### src/hdl/assert_macros.svh
// Assertion macros for the selective-repeat receiver RTL, used by srr_ctrl.
// Every use expects clk_i and rst_ni to be in scope of the asserting module.
`ifndef ASSERT_MACROS_SVH
`define ASSERT_MACROS_SVH

// Plain property, checked at every rising clock edge outside reset.
`define SRR_ASSERT(lbl, prop, msg) \
  lbl: assert property (@(posedge clk_i) disable iff (!rst_ni) (prop)) else $error(msg);

// Same-cycle implication.
`define SRR_ASSERT_IMPL(lbl, ante, cons, msg) \
  lbl: assert property (@(posedge clk_i) disable iff (!rst_ni) (ante) |-> (cons)) \
    else $error(msg);

`endif

### src/hdl/srr_pkg.sv
// Package of the selective-repeat receiver: state encoding, result kinds
// and fixed constants. It depends on nothing else.
package srr_pkg;

  // Widths that the interface fixes.
  localparam int SEQ_BITS  = 3;
  localparam int WIN_BITS  = 3;
  localparam int OUT_BITS  = 64;
  localparam int CNT_BITS  = 3;

  // At most this many deliveries follow one acknowledgement.
  localparam int MAX_DELIVER = 7;

  localparam logic [WIN_BITS-1:0] WINDOW_SIZE_RESET = 3'd4;

  // Result kinds.
  localparam logic KIND_ACK = 1'b0;
  localparam logic KIND_DLV = 1'b1;

  typedef enum logic [1:0] {
    ST_IDLE,
    ST_ACK,
    ST_RD,
    ST_DLV
  } state_e;

endpackage

### src/hdl/srr_store.sv
// Payload store with no reset: one write and one read port, read data registered.
// Uses no other file; users read an entry only after it is written, not enforced.
module srr_store #(
  parameter int DEPTH = 8,
  parameter int WIDTH = 64,
  localparam int AW = (DEPTH > 1) ? $clog2(DEPTH) : 1
) (
  input  logic             clk_i,
  input  logic             we_i,
  input  logic [AW-1:0]    waddr_i,
  input  logic [WIDTH-1:0] wdata_i,
  input  logic [AW-1:0]    raddr_i,
  output logic [WIDTH-1:0] rdata_o
);

  logic [WIDTH-1:0] mem [DEPTH];
  logic [WIDTH-1:0] rdata_q;

  // Write port.
  always_ff @(posedge clk_i) begin
    if (we_i) begin
      mem[waddr_i] <= wdata_i;
    end
  end

  // Read port, registered, old data on a same-address write.
  always_ff @(posedge clk_i) begin
    rdata_q <= mem[raddr_i];
  end

  assign rdata_o = rdata_q;

endmodule

### src/hdl/srr_ctrl.sv
// Sequencer of the selective-repeat receiver: window check, held marks, base,
// delivery burst and the output register. Uses srr_pkg and assert_macros.svh.
`include "assert_macros.svh"

module srr_ctrl #(
  parameter int SEQ_SPACE    = 8,
  parameter int PAYLOAD_BITS = 64,
  localparam int IDX_W = (SEQ_SPACE > 1) ? $clog2(SEQ_SPACE) : 1
) (
  input  logic                             clk_i,
  input  logic                             rst_ni,
  // Packet channel.
  input  logic                             in_valid_i,
  output logic                             in_stall_o,
  input  logic [srr_pkg::SEQ_BITS-1:0]     seq_number_i,
  input  logic                             checksum_ok_i,
  input  logic [PAYLOAD_BITS-1:0]          payload_i,
  // Window size register.
  input  logic [srr_pkg::WIN_BITS-1:0]     win_size_i,
  // Payload store.
  output logic                             mem_we_o,
  output logic [IDX_W-1:0]                 mem_waddr_o,
  output logic [PAYLOAD_BITS-1:0]          mem_wdata_o,
  output logic [IDX_W-1:0]                 mem_raddr_o,
  input  logic [PAYLOAD_BITS-1:0]          mem_rdata_i,
  // Result channel.
  output logic                             out_valid_o,
  input  logic                             out_stall_i,
  output logic                             kind_o,
  output logic [srr_pkg::SEQ_BITS-1:0]     ack_number_o,
  output logic [srr_pkg::OUT_BITS-1:0]     delivered_payload_o,
  output logic                             last_o
);

  // Wide enough for a sequence number, a base and the space size itself.
  localparam int CMP_W = ((IDX_W > srr_pkg::SEQ_BITS) ? IDX_W : srr_pkg::SEQ_BITS) + 1;

  srr_pkg::state_e state_q, state_d;

  logic [srr_pkg::SEQ_BITS-1:0] seq_q;
  logic [PAYLOAD_BITS-1:0]      pay_q;
  logic [IDX_W-1:0]             base_q, base_d, base_next;
  logic [SEQ_SPACE-1:0]         held_q, held_d;
  logic [srr_pkg::CNT_BITS-1:0] cnt_q, cnt_d;

  logic                         out_valid_q, out_valid_d;
  logic                         out_kind_q;
  logic [srr_pkg::SEQ_BITS-1:0] out_ack_q;
  logic [srr_pkg::OUT_BITS-1:0] out_data_q;
  logic                         out_last_q;

  logic                         in_accept;
  logic                         out_free;
  logic                         emit;
  logic                         dlv_emit;
  logic                         e_kind;
  logic [srr_pkg::SEQ_BITS-1:0] e_ack;
  logic [srr_pkg::OUT_BITS-1:0] e_data;
  logic                         e_last;

  logic [CMP_W-1:0]             seq_ext, base_ext, offset;
  logic [IDX_W-1:0]             seq_idx;
  logic                         in_win;

  assign in_stall_o = (state_q != srr_pkg::ST_IDLE);
  assign in_accept  = in_valid_i && !in_stall_o;
  assign out_free   = !out_valid_q || !out_stall_i;

  assign base_next = (base_q == IDX_W'(SEQ_SPACE - 1)) ? '0 : base_q + 1'b1;

  // Window check: circular distance from the base, compared to the window size; numbers beyond the space are out.
  always_comb begin
    seq_ext = CMP_W'(seq_q);
    base_ext = CMP_W'(base_q);
    seq_idx = IDX_W'(seq_q);
    offset = seq_ext - base_ext;
    if (seq_ext < base_ext) begin
      offset = offset + CMP_W'(SEQ_SPACE);
    end
    in_win = (seq_ext < CMP_W'(SEQ_SPACE)) && (offset < CMP_W'(win_size_i));
  end

  // Next state, held marks, base and the result to load.
  always_comb begin
    state_d = state_q;
    held_d = held_q;
    base_d = base_q;
    cnt_d = cnt_q;
    emit = 1'b0;
    dlv_emit = 1'b0;
    e_kind = srr_pkg::KIND_ACK;
    e_ack = seq_q;
    e_data = '0;
    e_last = 1'b1;
    mem_we_o = 1'b0;
    mem_raddr_o = base_q;
    case (state_q)
      srr_pkg::ST_IDLE: begin
        if (in_accept && checksum_ok_i) begin
          state_d = srr_pkg::ST_ACK;
        end
      end
      srr_pkg::ST_ACK: begin
        // A delivery follows when the packet is in the window and the base entry is held after this write.
        e_last = !(in_win && (held_q[base_q] || (seq_idx == base_q)));
        if (out_free) begin
          emit = 1'b1;
          cnt_d = '0;
          if (in_win) begin
            mem_we_o = 1'b1;
            held_d[seq_idx] = 1'b1;
          end
          state_d = e_last ? srr_pkg::ST_IDLE : srr_pkg::ST_RD;
        end
      end
      srr_pkg::ST_RD: begin
        // The base entry is read after any write of the acknowledge cycle.
        state_d = srr_pkg::ST_DLV;
      end
      srr_pkg::ST_DLV: begin
        e_kind = srr_pkg::KIND_DLV;
        e_ack = '0;
        e_data = srr_pkg::OUT_BITS'(mem_rdata_i);
        e_last = (cnt_q == srr_pkg::CNT_BITS'(srr_pkg::MAX_DELIVER - 1)) ||
                 !held_q[base_next];
        if (out_free) begin
          emit = 1'b1;
          dlv_emit = 1'b1;
          held_d[base_q] = 1'b0;
          base_d = base_next;
          cnt_d = cnt_q + 1'b1;
          mem_raddr_o = base_next;
          state_d = e_last ? srr_pkg::ST_IDLE : srr_pkg::ST_DLV;
        end
      end
      default: begin
        state_d = srr_pkg::ST_IDLE;
      end
    endcase
  end

  assign mem_waddr_o = seq_idx;
  assign mem_wdata_o = pay_q;
  assign out_valid_d = emit || (out_valid_q && out_stall_i);

  // Control registers.
  always_ff @(posedge clk_i or negedge rst_ni) begin
    if (!rst_ni) begin
      state_q <= srr_pkg::ST_IDLE;
      base_q <= '0;
      held_q <= '0;
      cnt_q <= '0;
      out_valid_q <= 1'b0;
    end else begin
      state_q <= state_d;
      base_q <= base_d;
      held_q <= held_d;
      cnt_q <= cnt_d;
      out_valid_q <= out_valid_d;
    end
  end

  // Packet capture and the output register payload.
  always_ff @(posedge clk_i) begin
    if (in_accept) begin
      seq_q <= seq_number_i;
      pay_q <= payload_i;
    end
    if (emit) begin
      out_kind_q <= e_kind;
      out_ack_q <= e_ack;
      out_data_q <= e_data;
      out_last_q <= e_last;
    end
  end

  assign out_valid_o = out_valid_q;
  assign kind_o = out_kind_q;
  assign ack_number_o = out_ack_q;
  assign delivered_payload_o = out_data_q;
  assign last_o = out_last_q;

  // Checks on the delivery sequencing.
  `SRR_ASSERT_IMPL(a_dlv_from_held, dlv_emit, held_q[base_q], "delivery of an entry not held")
  `SRR_ASSERT_IMPL(a_base_moves_on_dlv, base_q != $past(base_q), $past(dlv_emit), "base moved without delivery")
  `SRR_ASSERT(a_burst_bound, (state_q != srr_pkg::ST_DLV) || (cnt_q < srr_pkg::CNT_BITS'(srr_pkg::MAX_DELIVER)), "delivery burst too long")

endmodule

### src/hdl/selective_repeat_receiver_top.sv
// Top level of the selective-repeat receiver: window size register,
// sequencer and payload store. Uses srr_pkg, srr_ctrl and srr_store.

// One packet per transfer. A corrupt packet is taken and gives nothing. A
// good packet passes through an acknowledge state, which loads its
// acknowledgement into the output register; if it lets n held payloads go
// out in order (n up to seven), a read state follows and then one delivery
// per cycle while the result side does not stall. The single read port of
// the payload store paces the delivery burst. The last result of each good
// packet carries last. Payload bits above PAYLOAD_BITS are dropped, and
// sequence numbers at or beyond SEQ_SPACE are only acknowledged. The window
// size may be written only while idle.
module selective_repeat_receiver_top #(
  parameter int SEQ_SPACE    = 8,
  parameter int PAYLOAD_BITS = 64
) (
  input  logic                         clk_i,
  input  logic                         rst_ni,
  input  logic                         in_valid,
  output logic                         in_stall,
  input  logic [srr_pkg::SEQ_BITS-1:0] seq_number_i,
  input  logic                         checksum_ok_i,
  input  logic [srr_pkg::OUT_BITS-1:0] payload_i,
  output logic                         out_valid,
  input  logic                         out_stall,
  output logic                         kind_o,
  output logic [srr_pkg::SEQ_BITS-1:0] ack_number_o,
  output logic [srr_pkg::OUT_BITS-1:0] delivered_payload_o,
  output logic                         last_o,
  input  logic                         cfg_we_i,
  input  logic [srr_pkg::WIN_BITS-1:0] cfg_wdata_i
);

  localparam int IDX_W = (SEQ_SPACE > 1) ? $clog2(SEQ_SPACE) : 1;

  logic [srr_pkg::WIN_BITS-1:0] win_size_q;
  logic                         mem_we;
  logic [IDX_W-1:0]             mem_waddr, mem_raddr;
  logic [PAYLOAD_BITS-1:0]      mem_wdata, mem_rdata;

  // Window size register.
  always_ff @(posedge clk_i or negedge rst_ni) begin
    if (!rst_ni) begin
      win_size_q <= srr_pkg::WINDOW_SIZE_RESET;
    end else if (cfg_we_i) begin
      win_size_q <= cfg_wdata_i;
    end
  end

  srr_ctrl #(
    .SEQ_SPACE   (SEQ_SPACE),
    .PAYLOAD_BITS(PAYLOAD_BITS)
  ) u_ctrl (
    .clk_i              (clk_i),
    .rst_ni             (rst_ni),
    .in_valid_i         (in_valid),
    .in_stall_o         (in_stall),
    .seq_number_i       (seq_number_i),
    .checksum_ok_i      (checksum_ok_i),
    .payload_i          (payload_i[PAYLOAD_BITS-1:0]),
    .win_size_i         (win_size_q),
    .mem_we_o           (mem_we),
    .mem_waddr_o        (mem_waddr),
    .mem_wdata_o        (mem_wdata),
    .mem_raddr_o        (mem_raddr),
    .mem_rdata_i        (mem_rdata),
    .out_valid_o        (out_valid),
    .out_stall_i        (out_stall),
    .kind_o             (kind_o),
    .ack_number_o       (ack_number_o),
    .delivered_payload_o(delivered_payload_o),
    .last_o             (last_o)
  );

  srr_store #(
    .DEPTH(SEQ_SPACE),
    .WIDTH(PAYLOAD_BITS)
  ) u_store (
    .clk_i  (clk_i),
    .we_i   (mem_we),
    .waddr_i(mem_waddr),
    .wdata_i(mem_wdata),
    .raddr_i(mem_raddr),
    .rdata_o(mem_rdata)
  );

endmodule
### config.mk
export PLATFORM = sky130hd
export DESIGN_NAME = selective_repeat_receiver_top
export DESIGN_NICKNAME = d
export VERILOG_FILES = /design/src/hdl/srr_pkg.sv /design/src/hdl/srr_store.sv /design/src/hdl/srr_ctrl.sv /design/src/hdl/selective_repeat_receiver_top.sv
export VERILOG_INCLUDE_DIRS = /design/src /design/src/hdl
export SDC_FILE = /design/constraint.sdc
export NUM_CORES = 1
export LEC_CHECK = 0
export ABC_AREA = 0
export BUFFER_PORTS_ARGS = -buffer_cell sky130_fd_sc_hd__buf_4
export CAP_MARGIN = 25
export CORE_ASPECT_RATIO = 2
export CORE_MARGIN = 2
export CORE_UTILIZATION = 60
export DETAILED_ROUTE_END_ITERATION = 12
export GPL_TIMING_DRIVEN = 0
export PLACE_DENSITY = 0.91
export RECOVER_POWER = 100
export SYNTH_ARGS = -nofsm -noshare
export SYNTH_HDL_FRONTEND = slang
export SYNTH_SLANG_ARGS = --single-unit
### constraint.sdc
create_clock -name clk_i -period 9.9 [get_ports clk_i]
set_input_delay 1.485 -clock clk_i [delete_from_list [all_inputs] [get_ports clk_i]]
set_output_delay 1.485 -clock clk_i [all_outputs]
set_load 0.01 [all_outputs]
Yosys cells after proc, flatten, opt, wreduce, memory -nomap -nowiden. Memories as Yosys holds them, arrays and structs flattened. A register that Yosys moved wholly into a read port is not among the register bits. Cells that the tools add are included.

Mux-type cells: 34. Equal/unequal tests: 10. Magnitude comparators: 7. Add/sub/neg operators: 4. Reduce and logical (&&, ||, !) cells: 22. Bitwise logic cells: 3.

Operator list (count): $mux 8 (3); $pmux 8 s2 (1); $mux 3 (5); $lt 3x4->1 const B (3); $mux 1 (12); $mux 2 (5); $and 8x8->8 (1); $ne 2x1->1 const B (4); $not 8->8 (1); $or 8x8->8 (1); $pmux 2 s4 (1); $add 3x1->3 const B (2); $bmux 1 s3 (2); $demux 1 s3 (2); $eq 3x3->1 const B (2); $ge 3x1->1 const B (2); $logic_and 1x1->1 (6); $pmux 3 s2 (1); $reduce_and 3->1 (2); $logic_not 1->1 (5); $add 4x4->4 const B (1); $eq 2x2->1 const B (2); $logic_or 1x1->1 (4); $lt 4x3->1 (1); 10 further kinds (11).

Memories: 1. Flip-flop bits (word level): 156. Word-level logic and storage cells: 93. RAM bits: 512. Input bits: 76. Output and inout port bits: 71.

Memories: u_store.mem (words 8, width 64, rd ports 1, clocked after memory_dff 1, wr ports 1, RTL line srr_store.sv:16) `logic [WIDTH-1:0] mem [DEPTH];`.

Logic depth before layout (Yosys ltp). Gate-level depths: netlist of run 1.

Depth in word-level cells: 9. Depth in mapped cells: 10. Gate-level depth less buffers: 10.

Modules after synthesis. From an unflattened synthesis of run 1, not the netlist that was laid out.

Cells, all modules: 1162. Area total of the unflattened synthesis: 26371.5 µm².

Modules (own cells, without submodules): srr_store (times used 1, seq. area each 16656.0 µm², cells an instance 816, area an instance 20547.2 µm²); srr_ctrl (times used 1, seq. area each 4509.3 µm², cells an instance 340, area an instance 5714.2 µm²); selective_repeat_receiver_top (times used 1, seq. area each 76.3 µm², cells an instance 6, area an instance 110.1 µm²).

Worst setup path after synthesis of run 1. No wires, ideal clock.

Path kind: reg2reg. Start point: register u_ctrl.base_q[1]. End point: memory u_store.mem[1][0], enable pin. Period minus slack after synthesis: 7.262 ns. Setup slack: 2.638 ns. Path buffers: 1. Arrival: 6.694 ns. Stages on the path, launching flop included: 9. Setup time: 0.567 ns. Data required time: 9.333 ns. Cells stage by stage: dfrtp_1 clkbuf_1 inv_1 fa_1 fa_1 ha_1 nor3b_1 o211ai_1 nor3_1.

Longest elaborated chain between the ends: 9. Elaborated cells on any way between the ends: 10. Classes of those cells: 2 x add/sub; 2 x order compare; 6 x mux.

RTL lines: from (decl) (RTL line srr_ctrl.sv:42) `logic [IDX_W-1:0] base_q, base_d, base_next;`; from (signal assigned) (RTL line srr_ctrl.sv:156) `base_q <= base_d;`; $sub 3x3->4 (RTL line srr_ctrl.sv:76) `offset = seq_ext - base_ext;`; $add 4x4->4 (RTL line srr_ctrl.sv:78) `offset = offset + CMP_W'(SEQ_SPACE);`; $mux 4 (*) (RTL line srr_ctrl.sv:77) `if (seq_ext < base_ext) begin`; $lt 4x3->1 (*) (RTL line srr_ctrl.sv:80) `in_win = (seq_ext < CMP_W'(SEQ_SPACE)) && (offset < CMP_W'(win_size_i));`; $mux 1 (*) (RTL line srr_ctrl.sv:109) `if (in_win) begin`; $mux 1 (*) (RTL line srr_ctrl.sv:106) `if (out_free) begin`; $mux 1 (*) (RTL line srr_ctrl.sv:97) `case (state_q)`; $mux 1 (*) (RTL line srr_store.sv:21) `if (we_i) begin`; $mux 1 (implied by the code) (*) (RTL line srr_store.sv:22) `mem[waddr_i] <= wdata_i;`; to (decl) (RTL line srr_store.sv:16).

Mark *: on every way between the ends. The rest lies on a longest branch, timed or not.

Final worst setup path of run 1.
Start point: register u_ctrl.base_q[1]. End point: memory u_store.mem[2][43], enable pin.

Same word-level chain as after synthesis.

==> impl_metrics.tcl, run 1 <==
set metrics [dict create \
    post-place-ws_ns 5.21 \
    rows 109 \
    violations "max-capacitance violations, max-slew violations" \
    cp-start-kind "flip-flop" \
    area_growth_pct 12.4 \
    core_um2 44100 \
    setup_ws_ns 3.15 \
    grt_overflow_total 0 \
    crit_path_max_fanout 18 \
    holdWs_ns 0.517 \
    antenna_found_initial 0 \
    ys_ff_latch 732 \
    syn_avg_cell_area_um2 23.0 \
    critical_path_class "reg -> reg" \
    drt_iter0_markers 1543 \
    finalSetupViolations 0 \
    wl_per_cell_um 29.6 \
    p_per_area_nw_per_um2 302 \
    synth.area.top_cells "edfxtp_1, mux4_1, mux4_2" \
    synth_edf_count 648 \
    vias_per_cell 6.50 \
    hold_depth 1 \
    hp-class "reg -> reg" \
    drc_errors 0 \
    vias 13000 \
    critPathRequiredTime_ns 10.09 \
    syn-cell-area_um2 26700 \
    tns_ns 0 \
    first_global_vias 13500 \
    power.total_mw 9.07 \
    grt_start_max_net_pins 47 \
    gr-usage-all-layers 0.256 \
    yosysTopAreaCellShare 0.729 \
    rr_startpoint "u_ctrl.base_q[1]" \
    synthCells 1159 \
    finalHoldViolCount 0 \
    crit_start "u_ctrl.base_q[1]" \
    drive_above_1_share 0.202 \
    die_y_um 302 \
    worst_pin_slew_ns 2.73 \
    ys.flop_type "edfxtp_1" \
    cp_data_arrival_time_ns 6.94 \
    fmax_mhz 148 \
    cts_tree "done" \
    die-area_um2 46300 \
    async_reset_ff_frac 0.0273 \
    antennaDiodeCount 0 \
    root_buffer "clkbuf_16" \
    cp-end-kind "flip-flop" \
    htree_num_levels 2 \
    drv_cap 13 \
    fin_crit_ns 6.75 \
    die_w_um 153 \
    reg2reg_depth 10 \
    slew_viol_final 291 \
    cts_setup_buffers 0 \
    hold_start "u_ctrl.held_q[3]" \
    final_cell_mix "edfxtp_1, clkbuf_1, mux4_2" \
    status "finished with violations" \
    fillers 2559 \
    rsz0062_at_grt "no" \
    numPortBuffers 146 \
    drtAntennaViolNets 0 \
    postCtsHoldBufs 0 \
    hpwlAfterDp_mm 35.3 \
    ys_types 49 \
    syn_nets 1246 \
    synth_seq_area_share 0.796 \
    ys_warn_count 0 \
    slew_headroom -0.821 \
    skew_ns 0.0158 \
    utilization 0.681 \
    place.gp.congestion 0.832 \
    clk_path_buf_depth 3 \
    grt_pass1_wl_mm 86.8 \
    clk_latency_ns 0.59 \
    period_share 0.682 \
    wirelength_mm 59.0 \
    leakage_nw 10.1 \
    initial_core_util 0.606 \
    clkSinkCount 732 \
    peakVddDrop_mv 0.210 \
    clkTransAtPathRegs_ns 0.08 \
    yosysTopAreaCell "edfxtp_1" \
    dr.pass1.iters 5 \
    final_common_cell "edfxtp_1" \
    pin_count 147 \
    numCtsBuffers 54 \
    cts_resized 0 \
    nets 1485 \
]
==> final cells by class <==
cell class	count	area [um^2]	share of cell area
Inverter	12	47.5	0.00158
Timing Repair Buffer	183	923	0.0308
Multi-Input combinational cell	362	4990	0.166
Clock inverter	31	373	0.0124
Tap cell	555	694	0.0231
Buffer	53	278	0.00926
Clock buffer	69	1450	0.0483
Sequential cell	732	21200	0.708
==> final timing paths <==
kind | to | slack (ns)
setup / recovery | u_store.mem[2][43] | 3.15
hold / removal | u_ctrl.held_q[3] | 0.52
setup reg to reg | u_store.mem[2][43] | 3.15
hold reg to reg | u_ctrl.held_q[3] | 0.52
max in group asynchronous | u_ctrl.base_q[1] | 8.06
min in group asynchronous | u_ctrl.held_q[1] | 1.12
==> critical path: stages (launching register included) <==
cell       delay (ns)
dfrtp_1          0.37
clkbuf_1         0.35
inv_1            0.29
fa_1             0.47
fa_1             0.47
ha_1             0.19
nor3b_1          0.24
o2111ai_1        0.33
nor2b_1          1.48
clkbuf_1         1.03
clkbuf_1         1.09
==> power by group <==
| group | total (mW) | switching, mW | internal [mW] |
|---|---|---|---|
| Combinational | 2.62 | 1.42 | 1.20 |
| Clock | 2.28 | 1.03 | 1.25 |
| Sequential | 4.17 | 0.232 | 3.94 |
| Total | 9.07 | 2.68 | 6.39 |
==> through the flow <==
step | cell area [um^2] | cells
2_1_floorplan | 26700 | 1159
4_1_cts | 30900 | 1996
3_5_place_dp | 29100 | 1896
5_1_grt | 30000 | 1997
3_3_place_gp | 28500 | 1860
6_report | 30000 | 1997
==> kinds of logic after synthesis <==
kind of cell / after synthesis / synth area share
mux: 202 / 0.149
buf+inv: 65 / 0.0154
flops: 732 / 0.796
fa+ha+maj: 11 / 0.00572
compound gates: 27 / 0.00708
simple gates: 122 / 0.0269
==> cell usage after synthesis (2+ instances only) <==
library cell  instances
a21boi_0              2
a21o_1                5
a21oi_1               2
a22o_1                3
and2_1                4
and3_1               65
buf_2                 6
buf_4                 5
buf_6                18
clkbuf_1             23
dfrtp_1              19
dfxtp_1              64
edfxtp_1            648
fa_1                  2
ha_1                  9
inv_1                11
mux2_2               66
mux2i_1               4
mux4_1               60
mux4_2               70
nand2_1              10
nand2b_1              3
nand3_1               6
nand4_1               4
nor2_1               12
nor3_1                6
nor3b_1               2
o21ai_0               8
or3_1                 2
==> flip-flops by register name, indices dropped and copies added (netlist names), 2 cells and up <==
name,cells
u_ctrl.mem_waddr_o,3
win_size_q,3
u_ctrl.state_q,2
u_ctrl.mem_wdata_o,64
u_ctrl.ack_number_o,3
u_ctrl.delivered_payload_o,64
u_ctrl.base_q,3
u_ctrl.held_q,8
u_store.mem,512
u_store.rdata_o,64
u_ctrl.cnt_q,3
==> routing by layer <==
metal,GRT usage,vias to the layer above,part of all wire
li1,-,5270,-
met1,0.322,6652,0.35
met2,0.443,862,0.52
met3,0.0355,195,0.075
met4,0.125,0,0.052
met5,0,-,0
(Power assumes the default switching activity.)
==> run 2: changes to the inputs <==
--- a/config.mk
+++ b/config.mk
@@ -11,10 +11,10 @@
 export CAP_MARGIN = 25
 export CORE_ASPECT_RATIO = 2
 export CORE_MARGIN = 2
-export CORE_UTILIZATION = 60
+export CORE_UTILIZATION = 54
 export DETAILED_ROUTE_END_ITERATION = 12
 export GPL_TIMING_DRIVEN = 0
-export PLACE_DENSITY = 0.91
+export PLACE_DENSITY = 0.87
 export RECOVER_POWER = 100
 export SYNTH_ARGS = -nofsm -noshare
 export SYNTH_HDL_FRONTEND = slang
==> constraint.sdc (replaced) <==
create_clock -name clk_i -period 5.9 [get_ports clk_i]
set_input_delay 0.885 -clock clk_i [delete_from_list [all_inputs] [get_ports clk_i]]
set_output_delay 0.885 -clock clk_i [all_outputs]
set_load 0.01 [all_outputs]
==> run 2 against run 1 <==
Against the previous run:
- the run still ends with max-capacitance violations, max-slew violations left
- flip-flop and latch count is the same
- non-clock buffer count grew 2
- fmax grew 30%
- register-to-register slack lost 2.4 ns
- largest power group unchanged
- routed wire length shrank 3.1%
- clock-buffer cell count shrank 7
- sequential power grew 67%
- utilization shrank 6.0 points
- sequential share of layout area shrank 1.1 points
- first-iteration DRC count shrank 26%
- worst hold slack lost 0.043 ns
- cell area grew 1.6%
==> impl_metrics.tcl, run 2 (synthesized netlist as in run 1, its figures left out) <==
set metrics [dict create \
    first_global_vias 13500 \
    antennaDiodeCount 0 \
    slew_headroom -0.667 \
    rows 115 \
    drv_cap 6 \
    clkSinkCount 732 \
    antenna_found_initial 0 \
    placed_cell_area_um2 29200 \
    grt_overflow_total 0 \
    peakVddDrop_mv 0.259 \
    post-place-ws_ns 1.28 \
    final_common_cell "edfxtp_1" \
    status "finished with violations" \
    finalSetupViolations 0 \
    setup_ws_ns 0.703 \
    vias_per_cell 6.03 \
    drtAntennaViolNets 0 \
    critical_path_class "reg -> reg" \
    drc_errors 0 \
    fin_crit_ns 5.20 \
    grt_start_max_net_pins 40 \
    rr_startpoint "u_ctrl.base_q[1]" \
    final_cell_mix "edfxtp_1, clkbuf_1, mux4_2" \
    slew_viol_final 156 \
    fillers 3139 \
    gr-usage-all-layers 0.226 \
    grt_pass1_wl_mm 85.2 \
    root_buffer "clkbuf_16" \
    cp-start-kind "flip-flop" \
    pin_count 147 \
    initial_core_util 0.544 \
    place.gp.congestion 0.822 \
    violations "max-capacitance violations, max-slew violations" \
    cts_tree "done" \
    r2r_end "u_store.mem[1][48]" \
    rsz0062_at_grt "no" \
    reg2reg_depth 12 \
    hp-class "in -> reg" \
    wirelength_mm 57.2 \
    postCtsHoldBufs 0 \
    vias 12600 \
    min_to "u_ctrl.mem_wdata_o[15]" \
    hold_depth 1 \
    skew_ns 0.0220 \
    clk_latency_ns 0.61 \
    die_y_um 318 \
    cp-end-kind "flip-flop" \
    largest_register_ffs 512 \
    worst_pin_slew_ns 2.50 \
    power.total_mw 15.2 \
    hpwlAfterDp_mm 36.0 \
    critPathRequiredTime_ns 6.20 \
    wl_per_cell_um 27.3 \
    utilization 0.621 \
    numCtsBuffers 55 \
    dr.pass1.iters 5 \
    clkTransAtPathRegs_ns 0.08 \
    cts_setup_buffers 0 \
    cp_data_arrival_time_ns 5.50 \
    core_um2 49100 \
    hold_start "payload_i[15]" \
    p_per_area_nw_per_um2 497 \
    fmax_mhz 192 \
    cts_resized 0 \
    htree_num_levels 2 \
    clk_path_buf_depth 3 \
    die_w_um 161 \
    crit_path_max_fanout 9 \
    final_cell_area_um2 30500 \
    finalHoldViolCount 0 \
    nets 1488 \
    drt_iter0_markers 1139 \
    die-area_um2 51300 \
    period_share 0.881 \
    regMostFlops "u_store.mem" \
    rrSetupSlack_ns 0.70 \
    area_growth_pct 14.2 \
    drive_above_1_share 0.238 \
    leakage_nw 10.3 \
    numPortBuffers 146 \
]
run 2: metal layers:
metal | up-vias | part of all wire | GRT usage
li1 | 5288 | - | -
met2 | 615 | 0.54 | 0.405
met3 | 152 | 0.057 | 0.0323
met4 | 0 | 0.039 | 0.102
met1 | 6556 | 0.36 | 0.271
met5 | - | 0 | 0
run 2: layout make-up:
type	count	area, um^2	area share
sequential	732	21200	0.697
multi-input combinational	362	5040	0.165
clock buffer	62	1430	0.0471
timing repair buffer	185	1200	0.0395
tap	643	805	0.0264
clock inverter	42	419	0.0138
buffer	53	278	0.00912
inverter	12	47.5	0.00156
run 2: worst max-delay path, cell delays in order, from the launching register on:
cell and delay, ns:
dfrtp_1 0.36, clkbuf_1 0.35, inv_1 0.27, fa_1 0.48
fa_1 0.45, ha_1 0.19, nor3b_1 0.25, o211ai_1 0.32
nor3_1 1.42, buf_8 0.26, buf_6 0.18, buf_6 0.18
buf_6 0.16
run 2: worst max-delay path by stage:
stage | slack, ns | depth (start not counted) | end | start
after floorplan | -1.36 | 8 | u_store.mem[1][0] | u_ctrl.base_q[1]
after global placement | -6.19 | 8 | u_store.mem[1][55] | u_ctrl.base_q[1]
after detailed placement | 1.28 | 11 | u_store.mem[2][41] | u_ctrl.base_q[1]
after CTS | 1.19 | 13 | u_store.mem[4][48] | u_ctrl.base_q[1]
after global routing | 0.51 | 9 | u_store.mem[6][55] | u_ctrl.base_q[1]
final | 0.70 | 12 | u_store.mem[1][48] | u_ctrl.base_q[1]
run 2: per-stage QoR:
step,TNS [ns],hold slack [ns],instances
floorplan,-264.38,0.461,1159
global placement,-1946.81,0.479,1948
detailed placement,0,0.494,1987
CTS,0,0.145,2091
global route,0,0.452,2091
finish,0,0.474,2091
run 2: power by group:
| group | internal (mW) | leakage, nW | switching, mW |
|---|---|---|---|
| clock network | 2.04 | 0.905 | 1.78 |
| logic | 2.03 | 2.74 | 2.33 |
| registers | 6.61 | 6.68 | 0.365 |
| total | 10.7 | 10.3 | 4.48 |
